<file path="config.mk">
export PLATFORM = sky130hd
export DESIGN_NAME = ieea_cell
export DESIGN_NICKNAME = d
export VERILOG_FILES = /design/src/design/ieea_pkg.sv /design/src/design/ieea_cell.sv
export SDC_FILE = /design/constraint.sdc
export NUM_CORES = 1
export LEC_CHECK = 0
export ABC_AREA = 1
export BUFFER_PORTS_ARGS = -buffer_cell sky130_fd_sc_hd__buf_2
export CAP_MARGIN = 15
export CORE_MARGIN = 5
export CORE_UTILIZATION = 47
export CTS_BUF_LIST = sky130_fd_sc_hd__clkbuf_4
export DETAILED_ROUTE_END_ITERATION = 10
export PLACE_DENSITY = 0.92
export SLEW_MARGIN = 40
export SYNTH_ARGS = -nofsm -noshare
export SYNTH_HDL_FRONTEND = slang
export SYNTH_SLANG_ARGS = --single-unit
</file>
<file path="constraint.sdc">
create_clock -name clock -period 3.1 [get_ports clock]
set_input_delay 0.62 -clock clock [delete_from_list [all_inputs] [get_ports clock]]
set_output_delay 0.62 -clock clock [all_outputs]
set_load 0.05 [all_outputs]
</file>
<file path="src/design/ieea_pkg.sv">
// Shared types and constants for the indexed insert/erase array.
// Used by ieea_cell, ieea_ctrl and indexed_insert_erase_array; no dependencies.
`timescale 1ns / 1ps

package ieea_pkg;

   localparam int DEPTH     = 64;
   localparam int WORD_BITS = 32;
   localparam int IDX_BITS  = (DEPTH > 1) ? $clog2(DEPTH) : 1;
   localparam int CNT_BITS  = $clog2(DEPTH + 1);
   localparam int CALC_BITS = ((CNT_BITS > 7) ? CNT_BITS : 7) + 1;

   typedef logic [WORD_BITS-1:0] word_type;
   typedef logic [CALC_BITS-1:0] calc_type;
   typedef logic [CNT_BITS-1:0]  cnt_type;

   localparam logic [3:0] OP_PUSH        = 4'd0;
   localparam logic [3:0] OP_POP         = 4'd1;
   localparam logic [3:0] OP_INSERT      = 4'd2;
   localparam logic [3:0] OP_INSERT_N    = 4'd3;
   localparam logic [3:0] OP_ERASE       = 4'd4;
   localparam logic [3:0] OP_ERASE_RANGE = 4'd5;
   localparam logic [3:0] OP_RESIZE      = 4'd6;
   localparam logic [3:0] OP_RESIZE_FILL = 4'd7;
   localparam logic [3:0] OP_ASSIGN      = 4'd8;
   localparam logic [3:0] OP_CLEAR       = 4'd9;
   localparam logic [3:0] OP_READ        = 4'd10;

   localparam logic [1:0] ST_OK    = 2'd0;
   localparam logic [1:0] ST_FULL  = 2'd1;
   localparam logic [1:0] ST_EMPTY = 2'd2;
   localparam logic [1:0] ST_RANGE = 2'd3;

   typedef struct packed {
      logic [3:0]  op;
      logic [6:0]  index;
      logic [6:0]  amount;
      logic [31:0] write_value;
   } req_type;

   typedef struct packed {
      logic [31:0] read_value;
      logic [6:0]  fill_count;
      logic [1:0]  status;
      logic [6:0]  result_position;
   } rsp_type;

   typedef enum logic [1:0] {
      SRC_LOWER   = 2'd0,
      SRC_UPPER   = 2'd1,
      SRC_TRANSIT = 2'd2
   } src_type;

   typedef enum logic [2:0] {
      TR_HOLD       = 3'd0,
      TR_LOAD_LOWER = 3'd1,
      TR_LOAD_UPPER = 3'd2,
      TR_LOWER      = 3'd3,
      TR_UPPER      = 3'd4
   } transit_type;

   // Each cell writes the fill word when its position lies in [fill_lo, fill_hi),
   // otherwise takes the selected source when it lies in [move_lo, move_hi).
   typedef struct packed {
      calc_type    fill_lo;
      calc_type    fill_hi;
      calc_type    move_lo;
      calc_type    move_hi;
      src_type     src;
      transit_type tmode;
      word_type    fill_word;
   } cell_ctrl_type;

endpackage

</file>
<file path="src/design/ieea_cell.sv">
// One storage cell of the array: a stored word and a transit word for multi-step shifts.
// Depends on ieea_pkg.
`timescale 1ns / 1ps

module ieea_cell (
   input  logic                    clock,
   input  logic                    reset,
   input  logic [ieea_pkg::IDX_BITS-1:0] cell_index,
   input  ieea_pkg::cell_ctrl_type ctrl,
   input  ieea_pkg::word_type      lower_word,
   input  ieea_pkg::word_type      upper_word,
   input  ieea_pkg::word_type      lower_transit,
   input  ieea_pkg::word_type      upper_transit,
   output ieea_pkg::word_type      word,
   output ieea_pkg::word_type      transit
);
   import ieea_pkg::*;

   word_type word_ff, word_in;
   word_type transit_ff, transit_in;
   calc_type pos;
   logic     in_fill, in_move;
   word_type src_word;

   always_comb begin
      pos     = CALC_BITS'(cell_index);
      in_fill = (pos >= ctrl.fill_lo) && (pos < ctrl.fill_hi);
      in_move = (pos >= ctrl.move_lo) && (pos < ctrl.move_hi);
      case (ctrl.src)
         SRC_LOWER:   src_word = lower_word;
         SRC_UPPER:   src_word = upper_word;
         SRC_TRANSIT: src_word = transit_ff;
         default:     src_word = word_ff;
      endcase
      if (in_fill) begin
         word_in = ctrl.fill_word;
      end else if (in_move) begin
         word_in = src_word;
      end else begin
         word_in = word_ff;
      end
      case (ctrl.tmode)
         TR_LOAD_LOWER: transit_in = lower_word;
         TR_LOAD_UPPER: transit_in = upper_word;
         TR_LOWER:      transit_in = lower_transit;
         TR_UPPER:      transit_in = upper_transit;
         default:       transit_in = transit_ff;
      endcase
   end

   always_ff @(posedge clock) begin
      if (reset) begin
         word_ff <= '0;
      end else begin
         word_ff <= word_in;
      end
      transit_ff <= transit_in;
   end

   assign word    = word_ff;
   assign transit = transit_ff;

endmodule

</file>
# --- After elaboration in Yosys (flattened, before gate mapping) ---
# Cells that the tools add are included.
word_totals:
  word_cells: 23
  in_bits: 205
  reg_bits: 64
classes:
  muxes: 4
  reduce_logical: 7
  n_lt_le_gt_ge: 4
  eq_ne: 6
op_table:
  columns: ["operator", "n"]
  rows:
  - ["$pmux 32 s4", 1]
  - ["$pmux 32 s3", 1]
  - ["$mux 32", 2]
  - ["$ge 6x8->1", 2]
  - ["$lt 6x8->1", 2]
  - ["$reduce_bool 4->1", 2]
  - ["$eq 3x2->1 const B", 2]
  - ["$eq 3x1->1 const B", 1]
  - ["$eq 3x3->1 const B", 1]
  - ["$eq 2x1->1 const B", 1]
  - ["$eq 2x2->1 const B", 1]
  - ["$logic_and 1x1->1", 2]
  - ["$logic_not 2->1", 1]
  - ["$reduce_and 2->1", 1]
  - ["$reduce_bool 2->1", 1]

# --- Depth between registers and ports, before layout ---
# Gate-level depths: netlist of the first run.
depth:
  ltp_word: 4
  ltp_mapped: 16

# --- Least setup slack after synthesis of the first run ---
# No wires, ideal clock.
synth_path:
  path_kind: "input -> register"
  startpoint: "in ctrl[32] (netlist name)"
  endpoint: "reg transit_ff[0] (netlist: transit[0]), enable pin"
  setup_time_ns: 0.389
  n_path_buf: 1
  setup_slack_ns: 0.741
  stages: 4
  arrival_time_ns: 1.970
  t_required_ns: 2.711
  cell_sequence: "nor3_2 > nor2_1 > clkbuf_1 > nand2_1"
synth_via:
  elab_chain_cells: 2
  elab_cells_between_ends: 5
  cone_classes: "eq/ne: 4; reduce/logical: 1"
synth_rtl:
  columns: ["element", "line", "text"]
  rows:
  - ["start: declaration", "ieea_cell.sv:9", "input ieea_pkg::cell_ctrl_type ctrl,"]
  - ["$eq 3x3->1 (tied with other cells)", "ieea_cell.sv:42", "case (ctrl.tmode)"]
  - ["$reduce_bool 4->1 (no source line) (*)", null, null]
  - ["end signal: assignment", "ieea_cell.sv:57", "transit_ff <= transit_in;"]
  - ["end: declaration", "ieea_cell.sv:20", "word_type transit_ff, transit_in;"]
# Every way passes the cells marked *; elsewhere a longest branch is shown, timed or not.
# A chain may end at the register's enable or synchronous reset.

# --- Final worst setup path of the first run ---
layout_path:
  startpoint: "in ctrl[36] (netlist name)"
  endpoint: "reg word_ff[6] (netlist: word[6])"
layout_via:
  elab_chain_cells: 4
  elab_cells_between_ends: 8
  cone_classes: "eq/ne: 2; mux: 3; reduce/logical: 3"
layout_rtl:
  columns: ["element", "line", "text"]
  rows:
  - ["$eq 2x2->1 (tied with other cells)", "ieea_cell.sv:29", "case (ctrl.src)"]
  - ["$pmux 32 s3", "ieea_cell.sv:29", null]
  - ["$mux 32", "ieea_cell.sv:37", "end else if (in_move) begin"]
  - ["$mux 32", "ieea_cell.sv:35", "if (in_fill) begin"]
  - ["end signal: assignment", "ieea_cell.sv:55", "word_ff <= word_in;"]
  - ["end: declaration", "ieea_cell.sv:19", "word_type word_ff, word_in;"]
# Several ways; a longest one is shown, not always the timed one. The select of a mux whose other input is x is not followed.

==> flow_metrics.env, run 1 <==
export IMPL_status="complete, no violations"
export IMPL_clk_latency_ns=0.42
export IMPL_fp_dieW_um=113
export IMPL_fmax_ghz=0.493
export IMPL_skew_ns=0.0226
export IMPL_io_buffers=268
export IMPL_drc=0
export IMPL_p_switching_mw=1.22
export IMPL_core_um2=10300
export IMPL_hp_class="in -> reg"
export IMPL_num_nets_final=1271
export IMPL_dp_slack_ns=0.697
export IMPL_min_period_over_period_pct=65.4
export IMPL_root_buffer="clkbuf_4"
export IMPL_multi_input_area_um2=2850
export IMPL_fin_setup_tns_ns=0
export IMPL_grt_overflow_total=0
export IMPL_cts_hold_fix_buffers=0
export IMPL_ys_types=29
export IMPL_worstPathMaxFanout=23
export IMPL_routed_via_density=5.24
export IMPL_netlist_area_leader_share_pct=24.4
export IMPL_drt_iter0_drc=640
export IMPL_cts_setup_buffers=0
export IMPL_slew_viol_final=0
export IMPL_synthTopCellsByArea="nand2_1 24%, edfxtp_1 19%, dfxtp_1 13%"
export IMPL_initial_core_util_pct=48.4
export IMPL_route_antenna_remaining_nets=0
export IMPL_clkTransAtPathRegs_ns=0.14
export IMPL_rsz0062_at_grt="no"
export IMPL_comb_power_share_pct=39.2
export IMPL_drt_wl_total_um=18500
export IMPL_ys_warn_count=0
export IMPL_crit_type="in -> reg"
export IMPL_drt_pass1_iter_count=5
export IMPL_cts_resized=0
export IMPL_slew_headroom_pct=54.7
export IMPL_io_pins=269
export IMPL_row_count=37
export IMPL_vias=6192
export IMPL_ir_drop_mv=0.236
export IMPL_clockBufferDepth=2
export IMPL_ys_seq_area_share_pct=32.1
export IMPL_setup_viol_count_final=0
export IMPL_grt_usage_pct=27.7
export IMPL_tightest_slew_ns=0.676
export IMPL_crit_path_start_kind="primary input"
export IMPL_final_util_pct=63.9
export IMPL_syn_nets=1029
export IMPL_dieArea_um2=12800
export IMPL_cap_violations=0
export IMPL_synth_top_cells_by_count="325 x nand2_1, 102 x nor2_1, 67 x inv_1"
export IMPL_synth_top_cell_by_area="nand2_1"
export IMPL_numCtsBuffers=9
export IMPL_p_clk_share_pct=25.4
export IMPL_cts_sinks=64
export IMPL_period_minus_slack_ns=2.03
export IMPL_cp_common_cell="nor2_1"
export IMPL_areaGrowthSynthToFinish_pct=32.1
export IMPL_cp_slowest_cell="ha_2"
export IMPL_grt_pass1_wl_um=28500
export IMPL_antenna_cells=0
export IMPL_max_stage_delay_ns=0.62
export IMPL_setup_slack_ns=1.07
export IMPL_p_seq_share_pct=35.4
export IMPL_ctsHtreeMaxLevel=3
export IMPL_antenna_found_initial=2
export IMPL_wl_per_cell_um=15.7
export IMPL_synth_cell_area_um2=4990
export IMPL_path_cells="buf_2, inv_1, ha_2, buf_4, nor2_1, a31oi_1, nand2_1, nand2_1, nor2_1, nor2_1"
export IMPL_power_mw=2.99
export IMPL_drive_gt1_share_pct=30.4
export IMPL_avgSynthCellArea_um2=6.25
export IMPL_p_leak_nw=3.61
export IMPL_synth_edf_count=32
export IMPL_power_internal_mw=1.77
export IMPL_gp_congestion=0.894
export IMPL_fillers=967
export IMPL_hpwl_um=13700
export IMPL_ys_seq_elements=64
export IMPL_required_ns=3.46
export IMPL_grt_max_degree=41
export IMPL_hold_violations=0
export IMPL_yosysMostFrequentCell="nand2_1"
export IMPL_cp_end_kind="flop"
export IMPL_cts_tree="built"
export IMPL_powerDensity_nw_per_um2=453
export IMPL_switching_share_pct=40.8
export IMPL_die_height_um=113
export IMPL_netlist_instances=799
export IMPL_arrival_ns=2.39
export IMPL_synth_ff_type="edfxtp_1"
export IMPL_grt_pass1_vias=5737
export IMPL_synthArstFlopShare_pct=0
export IMPL_ff_latch_area_um2=1600
## power by group through the flow
stage / clock, mW / combinational [mW] / sequential [mW]
5_1_grt: 0.806 / 1.27 / 1.07
4_1_cts: 0.765 / 1.17 / 1.06
3_3_place_gp: 0 / 1.15 / 1.07
6_report: 0.760 / 1.17 / 1.06
2_1_floorplan: 0 / 0.439 / 1.43
3_5_place_dp: 0 / 1.16 / 1.08
## cells in the final DEF (no fill, tap or decap), types with 3 or more instances in the layout
master     count
inv_2          9
nor2_1       101
a21oi_1        5
nand3_1       36
nor3_1         3
dfxtp_1       32
buf_4         12
bufinv_16      3
clkinv_4       3
edfxtp_1      32
buf_2        268
ha_1          24
clkbuf_4       9
clkinv_1       4
inv_1         66
a31oi_1       32
buf_12         3
nand4_1       64
nand2_1      325
## sequential cells by signal, summed over array words and instances, names as in the netlist
register	cells
transit	32
word	32
## worst max-delay path: cells and delay by family
kind                     cells  cell delay [ns]
AND/OR/NAND/NOR              5             0.38
AO/OA/AOI/OAI                1             0.28
adder cells (fa/ha/maj)      1             0.62
buffers and inverters        3             0.48
## per-layer routing
metal	GRT usage, %	routed length [um]
met1	35.4	7050
met2	45.2	8450
met3	7.75	2430
met4	9.29	553
met5	0	25
## area by class of cell
cell class	count	share of cell area, %
Clock buffer	9	1.02
Inverter	78	4.44
Sequential cell	64	24.3
Multi-Input combinational cell	605	43.2
Timing Repair Buffer	283	22.6
Tap cell	136	2.58
Clock inverter	7	1.82
## path summary, 6_finish.rpt
kind	startpoint	endpoint	slack (ns)	depth (start not counted)
max	ctrl[36]	word[6]$_SDFFE_PP0P_	1.07	10
min	lower_transit[4]	transit[4]$_DFFE_PP_	0.49	3
max reg2reg	transit[6]$_DFFE_PP_	word[6]$_SDFFE_PP0P_	1.97	6
min reg2reg	word[16]$_SDFFE_PP0P_	word[16]$_SDFFE_PP0P_	0.54	4
## kinds of logic after synthesis
| family | synth area share, % |
|---|---|
| adder cells (fa/ha/maj) | 6.26 |
| buffers and inverters | 11.1 |
| flip-flops | 32.1 |
| AND/OR/NAND/NOR | 45.6 |
| AO/OA/AOI/OAI | 4.94 |
## per-stage QoR
| step | cells | hold slack (ns) | cell area (um^2) |
|---|---|---|---|
| after global placement | 1166 | 0.525 | 6410 |
| after floorplan | 799 | 0.752 | 4990 |
| after detailed placement | 1166 | 0.526 | 6410 |
| after CTS | 1182 | 0.462 | 6600 |
| after global routing | 1182 | 0.467 | 6600 |
| final | 1182 | 0.489 | 6600 |
(Power assumes the default switching activity.)
==> inputs of run 2 (changes only) <==
--- a/config.mk
+++ b/config.mk
@@ -9,10 +9,10 @@
 export BUFFER_PORTS_ARGS = -buffer_cell sky130_fd_sc_hd__buf_2
 export CAP_MARGIN = 15
 export CORE_MARGIN = 5
-export CORE_UTILIZATION = 47
+export CORE_UTILIZATION = 42
 export CTS_BUF_LIST = sky130_fd_sc_hd__clkbuf_4
 export DETAILED_ROUTE_END_ITERATION = 10
-export PLACE_DENSITY = 0.92
+export PLACE_DENSITY = 0.88
 export SLEW_MARGIN = 40
 export SYNTH_ARGS = -nofsm -noshare
 export SYNTH_HDL_FRONTEND = slang
==> constraint.sdc (replaced) <==
create_clock -name clock -period 1.8 [get_ports clock]
set_input_delay 0.36 -clock clock [delete_from_list [all_inputs] [get_ports clock]]
set_output_delay 0.36 -clock clock [all_outputs]
set_load 0.05 [all_outputs]
==> run 2 against run 1 <==
Compared with the run above: via count rose by 1.1%; highest routed layer unchanged; die area rose by 11%; utilization fell by 5.0 points; setup slack got worse by 0.84 ns; sequential power rose by 72%; non-clock buffer count rose by 9; critical path depth rose by 3; flip-flop and latch count did not move; hold slack got worse by 0.26 ns; clock power rose by 72%; sequential share of layout area fell by 0.66 points.
==> flow_metrics.env, run 2 (synthesis results as in run 1) <==
export IMPL_p_leak_nw=3.69
export IMPL_drive_gt1_share_pct=31.0
export IMPL_io_pins=269
export IMPL_cts_sinks=64
export IMPL_antenna_found_initial=7
export IMPL_routed_via_density=5.20
export IMPL_dpl_cell_area_um2=6580
export IMPL_cp_common_cell="nand2_1"
export IMPL_vias=6263
export IMPL_final_cell_mix="324 x nand2_1, 268 x buf_2, 101 x nor2_1"
export IMPL_grt_overflow_total=0
export IMPL_cts_setup_buffers=0
export IMPL_cp_top_family="simple AND/OR/NAND/NOR gates"
export IMPL_hold_violations=0
export IMPL_fillers=1105
export IMPL_hpwl_um=14700
export IMPL_clkTransAtPathRegs_ns=0.13
export IMPL_gp_congestion=0.854
export IMPL_status="complete, no violations"
export IMPL_tightest_slew_ns=0.387
export IMPL_initial_core_util_pct=43.4
export IMPL_holdWs_ns=0.226
export IMPL_hp_class="in -> reg"
export IMPL_drc=0
export IMPL_areaGrowthSynthToFinish_pct=35.8
export IMPL_timing_rr_start="transit[11]$_DFFE_PP_"
export IMPL_period_minus_slack_ns=1.56
export IMPL_power_mw=5.20
export IMPL_cts_hold_fix_buffers=0
export IMPL_cp_slowest_cell="ha_1"
export IMPL_grt_pass1_vias=6030
export IMPL_grt_pass1_wl_um=29600
export IMPL_cts_resized=0
export IMPL_row_count=39
export IMPL_crit_path_start_kind="primary input"
export IMPL_core_um2=11500
export IMPL_io_buffers=268
export IMPL_slew_viol_final=0
export IMPL_cap_violations=0
export IMPL_root_buffer="clkbuf_4"
export IMPL_cts_tree="built"
export IMPL_crit_type="in -> reg"
export IMPL_dieArea_um2=14200
export IMPL_drt_wl_total_um=19100
export IMPL_route_antenna_remaining_nets=0
export IMPL_startpoint="cell_index[3]"
export IMPL_dp_slack_ns=-0.196
export IMPL_ir_drop_mv=0.470
export IMPL_wl_per_cell_um=15.9
export IMPL_fp_dieW_um=119
export IMPL_arrival_ns=1.89
export IMPL_drt_pass1_iter_count=7
export IMPL_clockBufferDepth=2
export IMPL_grt_usage_pct=25.9
export IMPL_skew_ns=0.0179
export IMPL_max_stage_delay_ns=0.31
export IMPL_setup_viol_count_final=0
export IMPL_setup_slack_ns=0.236
export IMPL_cp_end_kind="flop"
export IMPL_fin_setup_tns_ns=0
export IMPL_powerDensity_nw_per_um2=767
export IMPL_num_nets_final=1280
export IMPL_critical_path_buf_inv_count=3
export IMPL_stdcell_area_um2=6780
export IMPL_min_period_over_period_pct=86.9
export IMPL_drt_iter0_drc=620
export IMPL_path_cells="buf_2, ha_1, nand2_1, clkinv_1, nand2_1, nand2_1, nand2_2, nand3_2, buf_4, nand2_1, nand2_1, nor2_1, nor2_1"
export IMPL_clk_latency_ns=0.42
export IMPL_final_common_cell="nand2_1"
export IMPL_slew_headroom_pct=74.2
export IMPL_die_height_um=119
export IMPL_fmax_ghz=0.640
export IMPL_numCtsBuffers=9
export IMPL_worstPathMaxFanout=24
export IMPL_rsz0062_at_grt="no"
export IMPL_required_ns=2.12
export IMPL_ctsHtreeMaxLevel=3
export IMPL_holdCritStartpoint="upper_transit[8]"
export IMPL_grt_max_degree=41
-- run 2: cell types whose count changed in the layout (fill, tap and decap cells not counted), sizes merged --
cell	previous run	this run
buf	283	292
clkinv	7	5
inv	75	76
clkinvlp	0	1
diode	0	6
-- run 2: worst reg2reg max path: stages (launching register included) --
cell and delay (ns):
edfxtp_1 0.41, nand2_1 0.07, a31oi_1 0.28, nand2_1 0.09, nand2_1 0.06, nor2_1 0.04, nor2_1 0.10
-- run 2: path summary, 6_finish.rpt --
kind	end	slack (ns)	depth (start not counted)
setup / recovery	word[15]$_SDFFE_PP0P_	0.24	13
hold / removal	transit[8]$_DFFE_PP_	0.23	3
setup reg to reg	word[11]$_SDFFE_PP0P_	0.69	6
hold reg to reg	word[1]$_SDFFE_PP0P_	0.55	4
-- run 2: per-layer routing --
metal | track usage (%) | vias up | wire [um]
li1 | - | 3085 | -
met1 | 31.6 | 2770 | 7580
met2 | 43.1 | 363 | 8820
met3 | 9.00 | 41 | 2260
met4 | 7.97 | 4 | 422
met5 | 0 | - | 23
-- run 2: through the flow --
step	std cells	util (%)
6_report	1204	58.9
5_1_grt	1203	58.9
4_1_cts	1198	58.8
3_5_place_dp	1182	57.1
3_3_place_gp	1182	57.1
2_1_floorplan	799	-
-- run 2: power by group --
group	total [mW]	internal (mW)	leakage (nW)	switching (mW)
combinational	2.07	0.650	3.03	1.42
clock	1.31	0.705	0.0942	0.601
sequential	1.82	1.73	0.570	0.0933
total	5.20	3.09	3.69	2.11
-- run 2: area by class of cell --
type	count	area, um^2	share of cell area [%]
multi-input combinational	605	2870	42.4
sequential	64	1600	23.6
antenna	6	15.0	0.221
tap	143	179	2.64
clock buffer	9	67.6	0.996
timing repair buffer	292	1630	24.1
inverter	78	293	4.32
clock inverter	7	119	1.75
==> inputs of run 3 (changes only) <==
--- a/config.mk
+++ b/config.mk
@@ -13,6 +13,7 @@
 export CTS_BUF_LIST = sky130_fd_sc_hd__clkbuf_4
 export DETAILED_ROUTE_END_ITERATION = 10
 export PLACE_DENSITY = 0.88
+export RECOVER_POWER = 50
 export SLEW_MARGIN = 40
 export SYNTH_ARGS = -nofsm -noshare
 export SYNTH_HDL_FRONTEND = slang
==> run 3 against run 2 <==
Compared with the run above: register-to-register slack about the same; non-clock buffer count unchanged; die area is the same; largest power group unchanged; critical endpoint is now transit[25]; hold slack better by 0.00084 ns; clock-buffer cell count stayed put; via count rose by 0.19%; routed wire length about the same; global-route usage is the same.
==> flow_metrics.env, run 3 (synthesis results as in run 1) <==
export IMPL_drc=0
export IMPL_io_pins=269
export IMPL_cp_depth=1
export IMPL_p_leak_nw=3.63
export IMPL_hp_class="in -> reg"
export IMPL_arrival_ns=1.26
export IMPL_cts_hold_fix_buffers=0
export IMPL_dpl_cell_area_um2=6580
export IMPL_min_period_over_period_pct=90.0
export IMPL_cap_violations=0
export IMPL_cp_slowest_cell="clkbuf_1"
export IMPL_hpwl_um=14700
export IMPL_multi_input_area_um2=2870
export IMPL_tightest_slew_ns=0.638
export IMPL_power_mw=5.19
export IMPL_routed_via_density=5.21
export IMPL_core_um2=11500
export IMPL_setup_viol_count_final=0
export IMPL_gp_congestion=0.854
export IMPL_hold_depth=3
export IMPL_final_common_cell="nand2_1"
export IMPL_root_buffer="clkbuf_4"
export IMPL_grt_max_degree=41
export IMPL_worstPathMaxFanout=2
export IMPL_die_height_um=119
export IMPL_cp_end_kind="output pin"
export IMPL_io_buffers=268
export IMPL_cts_resized=0
export IMPL_fillers=1114
export IMPL_drt_wl_total_um=19100
export IMPL_crit_type="reg -> out"
export IMPL_grt_pass1_wl_um=29600
export IMPL_grt_pass1_vias=6030
export IMPL_rsz0062_at_grt="no"
export IMPL_period_minus_slack_ns=1.62
export IMPL_vias=6275
export IMPL_final_cell_mix="325 x nand2_1, 251 x buf_2, 101 x nor2_1"
export IMPL_final_util_pct=58.6
export IMPL_slew_viol_final=0
export IMPL_powerDensity_nw_per_um2=769
export IMPL_required_ns=1.44
export IMPL_reg2reg_depth=6
export IMPL_status="complete, no violations"
export IMPL_numCtsBuffers=9
export IMPL_areaGrowthSynthToFinish_pct=35.1
export IMPL_initial_core_util_pct=43.4
export IMPL_stdcell_area_um2=6740
export IMPL_num_nets_final=1280
export IMPL_path_cells="clkbuf_1"
export IMPL_dieArea_um2=14200
export IMPL_grt_usage_pct=25.9
export IMPL_ir_drop_mv=0.471
export IMPL_ctsHtreeMaxLevel=3
export IMPL_cts_setup_buffers=0
export IMPL_clkTransAtPathRegs_ns=0.13
export IMPL_slew_headroom_pct=57.5
export IMPL_crit_path_start_kind="flop"
export IMPL_wl_per_cell_um=15.9
export IMPL_hold_violations=0
export IMPL_clk_latency_ns=0.42
export IMPL_route_antenna_remaining_nets=0
export IMPL_row_count=39
export IMPL_clockBufferDepth=2
export IMPL_antenna_found_initial=7
export IMPL_fmax_ghz=0.617
export IMPL_skew_ns=0.0153
export IMPL_drive_gt1_share_pct=29.1
export IMPL_drt_pass1_iter_count=5
export IMPL_cts_tree="built"
export IMPL_fp_dieW_um=119
export IMPL_cts_sinks=64
export IMPL_ff_latch_area_um2=1600
export IMPL_cp_top_family="buffers and inverters"
export IMPL_grt_overflow_total=0
export IMPL_critical_path_buf_inv_count=1
export IMPL_max_stage_delay_ns=0.49
export IMPL_drt_iter0_drc=587
[run 3: power breakdown]
part	switching [mW]	internal, mW
logic	1.42	0.635
clock network	0.598	0.705
registers	0.0942	1.73
[run 3: metrics by stage]
stage / TNS (ns) / worst slack (ns) / hold WS [ns] / cells
floorplan: 0 / 0.0806 / 0.548 / 799
global placement: -3.41 / -0.123 / 0.524 / 1182
detailed placement: -4.98 / -0.196 / 0.530 / 1182
CTS: 0 / 0.276 / 0.181 / 1198
global route: 0 / 0.0983 / 0.193 / 1203
finish: 0 / 0.180 / 0.227 / 1204
[run 3: final timing paths]
kind                                             from                     to  slack, ns
worst max-delay path            transit[25]$_DFFE_PP_            transit[25]       0.18
worst min-delay path                 upper_transit[8]   transit[8]$_DFFE_PP_       0.23
worst max register to register  transit[11]$_DFFE_PP_  word[11]$_SDFFE_PP0P_       0.70
worst min register to register   word[9]$_SDFFE_PP0P_   word[9]$_SDFFE_PP0P_       0.55
[run 3: layer usage]
metal	part of all wire [%]	track usage, %
met5	0.12	0
met4	2.3	7.97
met3	12	9.00
met2	46	43.1
met1	39	31.6
[run 3: area by class of cell]
class | count | area share (%)
Multi-Input combinational cell | 605 | 42.5
Timing Repair Buffer | 292 | 23.8
Sequential cell | 64 | 23.7
Inverter | 78 | 4.34
Tap cell | 143 | 2.65
Clock inverter | 7 | 1.76
Clock buffer | 9 | 1.00
Antenna cell | 6 | 0.223
